## src/rtl/core/stable_voice_lane_allocator_assert.svh

```systemverilog
// Assertion macros shared by the lane allocator RTL.
// Depends on nothing; included by the top allocator module, which carries the assertions.
`ifndef STABLE_VOICE_LANE_ALLOCATOR_ASSERT_SVH
`define STABLE_VOICE_LANE_ALLOCATOR_ASSERT_SVH

// Same-cycle implication, disabled while reset is asserted.
`define SVLA_ASSERT_NOW(label, clk, rst_n, ante, cons, msg) \
  label: assert property (@(posedge clk) disable iff (!rst_n) (ante) |-> (cons)) \
    else $error(msg);

// Next-cycle implication, disabled while reset is asserted.
`define SVLA_ASSERT_NEXT(label, clk, rst_n, ante, cons, msg) \
  label: assert property (@(posedge clk) disable iff (!rst_n) (ante) |=> (cons)) \
    else $error(msg);

`endif

```

## src/rtl/core/svla_pkg.sv

```systemverilog
// Package of the stable voice lane allocator: beat types and fixed constants.
// Depends on nothing; used by the interfaces and modules of the block.
`default_nettype none

package svla_pkg;

  localparam int unsigned SET_SIZE  = 6;
  localparam int unsigned NOTE_W    = 7;
  localparam int unsigned LANE_W    = 8;
  localparam int unsigned COUNT_W   = 3;
  localparam int unsigned OUT_LANES = 6;

  localparam logic [LANE_W-1:0] FREE_MARK = 8'hFF;

  typedef logic [NOTE_W-1:0] note_t;
  typedef logic [LANE_W-1:0] lane_t;

  typedef struct packed {
    note_t              note_0;
    note_t              note_1;
    note_t              note_2;
    note_t              note_3;
    note_t              note_4;
    note_t              note_5;
    logic [COUNT_W-1:0] note_count;
    logic [31:0]        stamp_ms;
    logic               link_up;
    logic               output_on;
  } in_beat_t;

  typedef struct packed {
    lane_t       lane_0;
    lane_t       lane_1;
    lane_t       lane_2;
    lane_t       lane_3;
    lane_t       lane_4;
    lane_t       lane_5;
    logic [31:0] snap_stamp_ms;
    logic        snap_link_up;
    logic        snap_output_on;
  } out_beat_t;

endpackage

`default_nettype wire

```

## src/rtl/core/svla_if.sv

```systemverilog
// Valid/ready channel interfaces for the note-set input and the lane result.
// Depends on svla_pkg for the beat types.
`default_nettype none

interface svla_in_if;
  logic              valid;
  logic              ready;
  svla_pkg::in_beat_t data;

  modport source (output valid, output data, input ready);
  modport sink (input valid, input data, output ready);
endinterface

interface svla_out_if;
  logic               valid;
  logic               ready;
  svla_pkg::out_beat_t data;

  modport source (output valid, output data, input ready);
  modport sink (input valid, input data, output ready);
endinterface

`default_nettype wire

```

## src/rtl/core/svla_match.sv

```systemverilog
// Comparator matrix: which lanes keep their note and which set notes are new.
// Depends on svla_pkg.
`default_nettype none

module svla_match #(
  parameter int unsigned LANE_COUNT = 6
) (
  input  wire logic [LANE_COUNT-1:0][svla_pkg::LANE_W-1:0] lanes,
  input  wire logic [svla_pkg::SET_SIZE-1:0][svla_pkg::NOTE_W-1:0] notes,
  input  wire logic [svla_pkg::COUNT_W-1:0] note_count,
  output logic [LANE_COUNT-1:0] keep,
  output logic [svla_pkg::SET_SIZE-1:0] unmatched
);

  logic [svla_pkg::COUNT_W-1:0] count_cap;
  logic [svla_pkg::SET_SIZE-1:0] note_valid;
  logic [LANE_COUNT-1:0][svla_pkg::SET_SIZE-1:0] eq;
  logic [svla_pkg::SET_SIZE-1:0] seen;
  logic [svla_pkg::SET_SIZE-1:0] dup;

  // A count of seven means the full set.
  assign count_cap = (note_count > svla_pkg::COUNT_W'(svla_pkg::SET_SIZE)) ?
                     svla_pkg::COUNT_W'(svla_pkg::SET_SIZE) : note_count;

  always_comb begin
    for (int i = 0; i < svla_pkg::SET_SIZE; i++) begin
      note_valid[i] = (svla_pkg::COUNT_W'(i) < count_cap);
    end
    for (int k = 0; k < LANE_COUNT; k++) begin
      for (int i = 0; i < svla_pkg::SET_SIZE; i++) begin
        eq[k][i] = note_valid[i] && (lanes[k] == {1'b0, notes[i]});
      end
      keep[k] = |eq[k];
    end
    for (int i = 0; i < svla_pkg::SET_SIZE; i++) begin
      seen[i] = 1'b0;
      dup[i]  = 1'b0;
      for (int k = 0; k < LANE_COUNT; k++) begin
        seen[i] = seen[i] | eq[k][i];
      end
      for (int j = 0; j < i; j++) begin
        dup[i] = dup[i] | (notes[j] == notes[i]);
      end
      // Only the first copy of a note can be claimed by a lane.
      unmatched[i] = note_valid[i] && !(seen[i] && !dup[i]);
    end
  end

endmodule

`default_nettype wire

```

## src/rtl/core/svla_fill.sv

```systemverilog
// Priority fill: the n-th new note goes to the n-th free lane, lowest first.
// Depends on svla_pkg.
`default_nettype none

module svla_fill #(
  parameter int unsigned LANE_COUNT = 6
) (
  input  wire logic [LANE_COUNT-1:0][svla_pkg::LANE_W-1:0] lanes,
  input  wire logic [svla_pkg::SET_SIZE-1:0][svla_pkg::NOTE_W-1:0] notes,
  input  wire logic [LANE_COUNT-1:0] keep,
  input  wire logic [svla_pkg::SET_SIZE-1:0] unmatched,
  output logic [LANE_COUNT-1:0][svla_pkg::LANE_W-1:0] lanes_upd
);

  localparam int unsigned RANK_W = (LANE_COUNT > 1) ? $clog2(LANE_COUNT) : 1;
  localparam int unsigned CMP_W  = (RANK_W > svla_pkg::COUNT_W) ? RANK_W :
                                   svla_pkg::COUNT_W;

  logic [LANE_COUNT-1:0] free;
  logic [LANE_COUNT-1:0][RANK_W-1:0] free_rank;
  logic [svla_pkg::SET_SIZE-1:0][svla_pkg::COUNT_W-1:0] note_rank;

  assign free = ~keep;

  for (genvar k = 0; k < LANE_COUNT; k++) begin : g_lane
    localparam logic [LANE_COUNT-1:0] BELOW = LANE_COUNT'((64'd1 << k) - 64'd1);
    logic                 hit;
    svla_pkg::note_t      pick;

    assign free_rank[k] = RANK_W'($countones(free & BELOW));

    always_comb begin
      hit  = 1'b0;
      pick = '0;
      for (int i = 0; i < svla_pkg::SET_SIZE; i++) begin
        if (unmatched[i] && (CMP_W'(note_rank[i]) == CMP_W'(free_rank[k]))) begin
          hit  = 1'b1;
          pick = notes[i];
        end
      end
      if (keep[k]) begin
        lanes_upd[k] = lanes[k];
      end else if (hit) begin
        lanes_upd[k] = {1'b0, pick};
      end else begin
        lanes_upd[k] = svla_pkg::FREE_MARK;
      end
    end
  end

  for (genvar i = 0; i < svla_pkg::SET_SIZE; i++) begin : g_note
    localparam logic [svla_pkg::SET_SIZE-1:0] BEFORE =
      svla_pkg::SET_SIZE'((64'd1 << i) - 64'd1);
    assign note_rank[i] = svla_pkg::COUNT_W'($countones(unmatched & BEFORE));
  end

endmodule

`default_nettype wire

```

## src/rtl/core/stable_voice_lane_allocator.sv

```systemverilog
// Stable voice lane allocator: an accepted input beat passes the input register,
// then its result beat waits on the output register; one beat per cycle is
// sustained while the result side is ready. The rate is set by the comparator
// matrix and fill between the two registers, which also updates the lane state.
// Synchronous active-low reset frees every lane (255) and empties both registers.
// Depends on svla_pkg, svla_if, svla_match, svla_fill and the assertion macros.
`default_nettype none
`include "stable_voice_lane_allocator_assert.svh"

module stable_voice_lane_allocator #(
  parameter int unsigned LANE_COUNT = 6
) (
  input  wire logic  clk,
  input  wire logic  rst_n,
  svla_in_if.sink    in_ch,
  svla_out_if.source out_ch
);

  // Lane state: one note per lane, or the free mark.
  logic [LANE_COUNT-1:0][svla_pkg::LANE_W-1:0] lane_notes_r;
  logic [LANE_COUNT-1:0][svla_pkg::LANE_W-1:0] lane_notes_nxt;

  // Input register holds one note set; the result register holds one result.
  logic                in_valid_r;
  svla_pkg::in_beat_t  in_data_r;
  logic                out_valid_r;
  svla_pkg::out_beat_t out_data_r;
  svla_pkg::out_beat_t out_data_nxt;

  logic advance;
  logic [svla_pkg::SET_SIZE-1:0][svla_pkg::NOTE_W-1:0] notes;
  logic [LANE_COUNT-1:0] keep;
  logic [svla_pkg::SET_SIZE-1:0] unmatched;
  logic [svla_pkg::OUT_LANES-1:0][svla_pkg::LANE_W-1:0] shown;

  // The set in the input register is processed when the result register is
  // empty or being drained this cycle. The lane state updates at that same
  // edge, so consecutive sets see each other's effect in order.
  assign advance     = in_valid_r && (!out_valid_r || out_ch.ready);
  assign in_ch.ready = !in_valid_r || advance;

  assign notes[0] = in_data_r.note_0;
  assign notes[1] = in_data_r.note_1;
  assign notes[2] = in_data_r.note_2;
  assign notes[3] = in_data_r.note_3;
  assign notes[4] = in_data_r.note_4;
  assign notes[5] = in_data_r.note_5;

  svla_match #(.LANE_COUNT(LANE_COUNT)) u_match (
    .lanes      (lane_notes_r),
    .notes      (notes),
    .note_count (in_data_r.note_count),
    .keep       (keep),
    .unmatched  (unmatched)
  );

  svla_fill #(.LANE_COUNT(LANE_COUNT)) u_fill (
    .lanes     (lane_notes_r),
    .notes     (notes),
    .keep      (keep),
    .unmatched (unmatched),
    .lanes_upd (lane_notes_nxt)
  );

  // Lanes past the configured count are shown as free; lanes past the sixth
  // are kept in state but never shown.
  for (genvar k = 0; k < svla_pkg::OUT_LANES; k++) begin : g_show
    if (k < LANE_COUNT) begin : g_real
      assign shown[k] = lane_notes_nxt[k];
    end else begin : g_none
      assign shown[k] = svla_pkg::FREE_MARK;
    end
  end

  always_comb begin
    out_data_nxt.lane_0         = shown[0];
    out_data_nxt.lane_1         = shown[1];
    out_data_nxt.lane_2         = shown[2];
    out_data_nxt.lane_3         = shown[3];
    out_data_nxt.lane_4         = shown[4];
    out_data_nxt.lane_5         = shown[5];
    out_data_nxt.snap_stamp_ms  = in_data_r.stamp_ms;
    out_data_nxt.snap_link_up   = in_data_r.link_up;
    out_data_nxt.snap_output_on = in_data_r.output_on;
  end

  always_ff @(posedge clk) begin
    if (!rst_n) begin
      in_valid_r   <= 1'b0;
      out_valid_r  <= 1'b0;
      lane_notes_r <= {LANE_COUNT{svla_pkg::FREE_MARK}};
    end else begin
      if (in_ch.ready) begin
        in_valid_r <= in_ch.valid;
      end
      if (advance) begin
        out_valid_r  <= 1'b1;
        lane_notes_r <= lane_notes_nxt;
      end else if (out_ch.ready) begin
        out_valid_r <= 1'b0;
      end
    end
  end

  // Payload registers load without reset.
  always_ff @(posedge clk) begin
    if (in_ch.valid && in_ch.ready) begin
      in_data_r <= in_ch.data;
    end
    if (advance) begin
      out_data_r <= out_data_nxt;
    end
  end

  assign out_ch.valid = out_valid_r;
  assign out_ch.data  = out_data_r;

  // A stalled set stays in the input register.
  `SVLA_ASSERT_NEXT(a_in_hold, clk, rst_n, in_valid_r && !advance, in_valid_r,
    "input set lost while stalled")
  // Processing a set always leaves a result waiting.
  `SVLA_ASSERT_NEXT(a_out_fill, clk, rst_n, advance, out_valid_r,
    "processed set produced no result")
  // Lane 0, when it found its note in the set, keeps it unchanged.
  `SVLA_ASSERT_NEXT(a_keep_lane, clk, rst_n, advance && keep[0],
    lane_notes_r[0] == $past(lane_notes_r[0]), "kept lane changed its note")
  // Lane 0 holds either a valid note number or the free mark.
  `SVLA_ASSERT_NOW(a_lane_code, clk, rst_n, lane_notes_r[0][svla_pkg::LANE_W-1],
    lane_notes_r[0] == svla_pkg::FREE_MARK, "lane holds a bad code")

endmodule

`default_nettype wire

```

## src/flat_wrapper.sv

```systemverilog
// flat-port wrapper written by rule: the top's interface ports become plain ports
module stable_voice_lane_allocator_flat 
#(
  parameter int unsigned LANE_COUNT = 6
)
  (clk, rst_n, in_ch_valid, in_ch_data, in_ch_ready, out_ch_valid, out_ch_data, out_ch_ready);
  svla_in_if in_ch_i ();
  svla_out_if out_ch_i ();
  input  wire logic clk;
  input  wire logic rst_n;
  input wire logic [$bits(in_ch_i.valid)-1:0] in_ch_valid;
  input wire logic [$bits(in_ch_i.data)-1:0] in_ch_data;
  output wire logic [$bits(in_ch_i.ready)-1:0] in_ch_ready;
  output wire logic [$bits(out_ch_i.valid)-1:0] out_ch_valid;
  output wire logic [$bits(out_ch_i.data)-1:0] out_ch_data;
  input wire logic [$bits(out_ch_i.ready)-1:0] out_ch_ready;
  assign in_ch_i.valid = in_ch_valid;
  assign in_ch_i.data = in_ch_data;
  assign in_ch_ready = in_ch_i.ready;
  assign out_ch_valid = out_ch_i.valid;
  assign out_ch_data = out_ch_i.data;
  assign out_ch_i.ready = out_ch_ready;
  stable_voice_lane_allocator #(.LANE_COUNT(LANE_COUNT)) u_core (.clk(clk), .rst_n(rst_n), .in_ch(in_ch_i), .out_ch(out_ch_i));
endmodule
```

## config.mk

```make
export PLATFORM = sky130hd
export DESIGN_NAME = stable_voice_lane_allocator_flat
export DESIGN_NICKNAME = d
export VERILOG_FILES = /design/src/rtl/core/svla_pkg.sv /design/src/rtl/core/svla_if.sv /design/src/rtl/core/svla_match.sv /design/src/rtl/core/svla_fill.sv /design/src/rtl/core/stable_voice_lane_allocator.sv /design/src/flat_wrapper.sv
export VERILOG_INCLUDE_DIRS = /design/src /design/src/rtl/core
export SDC_FILE = /design/constraint.sdc
export NUM_CORES = 1
export LEC_CHECK = 0
export BUFFER_PORTS_ARGS = -buffer_cell sky130_fd_sc_hd__buf_2
export CORE_ASPECT_RATIO = 0.6
export CORE_MARGIN = 2
export CORE_UTILIZATION = 42
export CTS_CLUSTER_DIAMETER = 50
export CTS_CLUSTER_SIZE = 12
export DETAILED_ROUTE_END_ITERATION = 7
export GPL_TIMING_DRIVEN = 1
export PLACE_DENSITY_LB_ADDON = 0.3
export SETUP_SLACK_MARGIN = 0.5
export SLEW_MARGIN = 20
export SYNTH_ARGS = -nofsm -noshare
export SYNTH_HDL_FRONTEND = slang
export SYNTH_SLANG_ARGS = --single-unit
```

## constraint.sdc

```tcl
create_clock -name clk -period 6.95 [get_ports clk]
set_clock_uncertainty 0.05 [all_clocks]
set_input_delay 1.39 -clock clk [delete_from_list [all_inputs] [get_ports clk]]
set_output_delay 1.39 -clock clk [all_outputs]
set_load 0.02 [all_outputs]
```

## After elaboration in Yosys (flattened, before gate mapping)

Index checks and enable logic that the tools add are counted.

- Register bits: 211
- Output and inout port bits: 84

- $add $sub $neg: 10
- $lt $le $gt $ge: 7
- Equality and inequality tests: 76
- Mux-type cells: 87
- Bitwise gates (word level): 41
- Reduce and logical (&&, ||, !) cells: 116

Operators by type and width:

| operator | count |
|---|---|
| 8-bit by 7-bit equality test with 1-bit output | 36 |
| 7-bit 2-to-1 mux | 36 |
| 7-bit equality test | 15 |
| 8-bit 2-to-1 mux | 12 |
| 1-bit logical AND | 84 |
| 3-bit equality test | 16 |
| 1-bit bitwise OR | 40 |
| 1-bit 2-to-1 mux | 38 |
| 6-bit OR reduction | 6 |
| 3-bit zero test | 10 |
| 1-bit zero test | 13 |
| 3-bit by 1-bit adder with 3-bit output | 4 |
| 1-bit by 3-bit equality test with 1-bit output | 4 |
| 3-bit by 1-bit equality test with 1-bit output | 4 |
| 1-bit by 1-bit adder with 2-bit output | 4 |
| 2-bit by 2-bit adder with 3-bit output | 2 |
| 1-bit by 3-bit < comparator with 1-bit output (first input constant) | 2 |
| 2-bit by 3-bit < comparator with 1-bit output (first input constant) | 2 |
| 3-bit < comparator (first input constant) | 2 |
| 5-bit NOT | 1 |
| 3-bit > comparator (second input constant) | 1 |
| 3-bit 2-to-1 mux | 1 |
| 1-bit logical OR | 2 |
| 2-bit nonzero test | 1 |
| 1-bit equality test | 1 |

## Longest topological paths before layout

- Depth after elaboration: 21
- Gate-level depth with buffers: 27

## Cells and area by module

A second synthesis with hierarchy kept.

- Cells, all modules: 1657
- Area total of the unflattened synthesis: 15756.4 µm²

By module, submodules not included:

| module | instances | cells an instance | area each (µm²) |
|---|---|---|---|
| stable_voice_lane_allocator | 1 | 384 | 6787.8 |
| svla_match | 1 | 638 | 4758.3 |
| svla_fill | 1 | 635 | 4210.3 |

## Worst setup path after synthesis

Ideal clock, no wire load.

- Path type: reg2reg
- From: reg u_core.in_data_r[35] (netlist name)
- To: reg u_core.out_data_r, in the netlist u_core.out_ch.data[34], data pin
- Arrival: 5694 ps
- Data required time: 6641 ps
- Path slack: 947 ps
- Cell stages (with the launch flop): 28
- Buffers on the path: 8
- Path through: edfxtp_1 -> buf_6 -> or3_1 -> buf_4 -> nand3_1 -> nor4_1 -> nand4b_2 -> buf_4 -> nor2_1 -> inv_1 -> ha_1 -> clkbuf_1 -> inv_1 -> fa_1 -> clkbuf_1 -> inv_1 -> ha_1 -> inv_1 -> fa_1 -> clkbuf_1 -> xnor2_1 -> nor3_1 -> and3_1 -> buf_1 -> a311oi_1 -> and3_1 -> buf_2 -> a211o_1

RTL lines:

| what | line | source |
|---|---|---|
| from (decl) | stable_voice_lane_allocator.sv:25 | `svla_pkg::in_beat_t in_data_r;` |
| from (signal assigned) | stable_voice_lane_allocator.sv:108 | `in_data_r <= in_ch.data;` |
| to (signal assigned) | stable_voice_lane_allocator.sv:111 | `out_data_r <= out_data_nxt;` |
| to (decl) | stable_voice_lane_allocator.sv:27 | `svla_pkg::out_beat_t out_data_r;` |

==> flow_summary.yaml <==
sta:
  rsz0062_at_grt: "no"
  setup_viol: 0
  finalCriticalPeriod_ns: 6.273
  fin_hold_ws_ns: 0.3691
  fmax_ghz: 0.1594
  report.final.slew_viol_count: 0
  worst_pin_slew_ns: 1.059
  slew_headroom_pct: 28.96
  setup_tns_ns: 0
  hold_violations: 0
  period_share_pct: 90.26
pwr:
  p_switching_mw: 1.362
  seqPwrFrac_pct: 40.5
  internal_power_mw: 2.643
  p_sw_share_pct: 34.02
  powerDensity_mw_per_mm2: 212.7
  power_mw: 4.005
  p_clk_share_pct: 31.8
  pwr-share-comb_pct: 27.7
  p_leak_nw: 6.843
  vdd_drop_max_uv: 169.7
clock_network:
  htree_levels: 1
  cts_root_buf: "clkbuf_16"
  cts_setup_buffers: 0
  cts_inserted_buffers: 25
  clk_latency_ns: 0.56
  post_cts_resized: 0
  clock_sinks: 211
  clk_path_buf_depth: 3
  postCtsHoldBufs: 0
  cts_tree: "yes"
  path_clk_slew_ns: 0.06
cells_and_area:
  final_cell_mix: "xor2_1 (208), xnor2_1 (190), buf_4 (170)"
  insertedDiodeCount: 0
  syn2layout_area_growth_pct: 15.62
  fin_nets: 1993
  final_common_cell: "xor2_1"
  drive_above_1_share_pct: 22.27
grt:
  grt_pass1_vias: 14080
  grt_pass1_wl_mm: 101.7
  grt_max_degree: 68
  antenna_found_initial: 3
  grt_util_all_layers_pct: 34.61
  grt_overflow: 0
routing:
  viasPerCell: 6.396
  first_pass_iters: 7
  dr_total_vias: 15480
  drt_iter0_drc: 2420
  wl_per_cell_um: 29.60
  drc_errors: 0
  ant_nets: 0
  drt-total-wl_mm: 71.67
status:
  status: "finished, final reports clean"
synthesis:
  synth_flop_cell: "edfxtp_1"
  synth_cells: 1727
  yosysUniqueCellTypes: 90
  ys_warn_count: 0
  yosys_register_bits: 211
  synth_edf_count: 161
  synth_area_mm2: 0.01629
  yosysSeqAreaShare_pct: 35.83
  syn_area_per_cell_um2: 9.430
  synthArstFlopShare_pct: 0
  syn_nets: 1831
worst_setup_path:
  worstPathRequired_ns: 7.33
  cpPeakStageDelay_ns: 0.74
  path_max_fanout: 10
  worst_ep_arrival_time_ns: 6.65
  cp_slowest_cell: "fa_1"
  path_cells: "nor2_2 > nor3_1 > nand4_1 > and4_1 > a21boi_4 > or2_2 > ha_1 > inv_1 > fa_1 > inv_1 > ha_1 > inv_1 > fa_1 > xnor2_1 > nor3_1 > buf_4 > and3_1 > a311oi_1 > and3_1 > a211o_1"
  cp_common_cell: "inv_1"
  end_kind: "flip-flop"
  worstSetupPathType: "reg2reg"
  critPathLaunchType: "flip-flop"
floorplanning:
  num_rows: 55
  io_pins: 167
  fp.dieW_um: 258.2
  die_h_um: 156.5
  core_mm2: 0.03792
  initial_core_util_pct: 42.95
  fp.dieArea_mm2: 0.04042
placement:
  gp_congestion: 1.050
  numPortBuffers: 166
  detailed_place_hpwl_mm: 54.20
flow_run:
  cap_violations: 0
min_path:
  hp-class: "reg2reg"
[through the flow]
stage | instances | util, % | cell area (um2) | setup slack [ns]
3_5_place_dp | 2375 | 47.59 | 18040 | 0.8823
4_1_cts | 2421 | 49.65 | 18830 | 0.8307
2_1_floorplan | 1727 | - | 16290 | 0.9470
6_report | 2421 | 49.66 | 18830 | 0.6771
5_1_grt | 2421 | 49.66 | 18830 | 0.6008
3_3_place_gp | 2375 | 47.59 | 18040 | 0.9601
[synth_stat cells, types with 14 or more instances]
master    number  share of area, %
a21oi_1       60               1.8
a31oi_1       32               1.2
and4_1        16              0.86
buf_2        125               3.8
buf_4         20              0.92
clkbuf_1      48               1.1
dfxtp_1       50               6.1
edfxtp_1     161                30
ha_1          14               1.1
inv_1         47               1.1
nand2_1       84               1.9
nand3_1       57               1.8
nand4_1       70               2.7
nor2_1        84               1.9
nor3_1        59               1.8
nor4_1        41               1.6
o211ai_1      15              0.69
o21ai_1       16              0.49
o22a_1        14              0.75
o22ai_1       23              0.88
xnor2_1      190                10
xor2_1       208                11
[worst max-delay path: cells and delay by family, from the launching register on]
kind / cells / cell delay (ns)
simple gates: 8 / 2.46
fa+ha+maj: 4 / 1.70
compound gates: 3 / 0.84
flops: 1 / 0.56
buf+inv: 4 / 0.36
xor+xnor: 1 / 0.16
[layout make-up]
type,instances,area (um2)
fillers,3603,19090
multi-input cells,1268,9280
flip-flops and latches,211,5838
repair buffers,336,2107
clock buffers,39,688.2
well taps,513,641.9
inverters,47,178.9
clock inverters,7,95.09
[power by group through the flow]
| stage | combinational (mW) | sequential [mW] | clock, mW |
|---|---|---|---|
| floorplan | 0.751 | 1.56 | 0 |
| global placement | 1.06 | 1.64 | 0 |
| detailed placement | 1.07 | 1.64 | 0 |
| CTS | 1.08 | 1.61 | 1.30 |
| global route | 1.17 | 1.62 | 1.35 |
| finish | 1.11 | 1.62 | 1.27 |
[sequential cells by signal, indices dropped and copies added, names as in the netlist]
name                 count
u_core.in_data_r        79
u_core.in_valid_r        1
u_core.lane_notes_r     48
u_core.out_ch.data      82
u_core.out_ch.valid      1
[cells by family after synthesis]
| kind of cell | count (synthesis) | share of synthesized area [%] |
|---|---|---|
| and+or+nand+nor | 517 | 17.53 |
| xor gates and xnor gates | 398 | 21.40 |
| AOI/OAI and AO/OA | 318 | 15.20 |
| buffers and inverters | 248 | 7.230 |
| DFF | 211 | 35.83 |
| adders and majority gates | 21 | 1.936 |
| muxes | 14 | 0.8681 |
[layer usage]
layer	routed length, um	track usage, %
met1	30900	51.32
met2	27490	46.63
met3	10690	11.50
met4	2591	10.73
met5	0	0
[path summary, 6_finish.rpt]
path	from	end	slack, ns	depth (start not counted)
hold / removal	u_core.in_data_r[8]	u_core.out_ch.data[8]	0.37	0
hold reg to reg	u_core.in_data_r[8]	u_core.out_ch.data[8]	0.37	0
setup reg to reg	u_core.in_data_r[36]	u_core.out_ch.data[34]	0.68	20
setup / recovery	u_core.in_data_r[36]	u_core.out_ch.data[34]	0.68	20
Power figures use the tool's default switching activity.
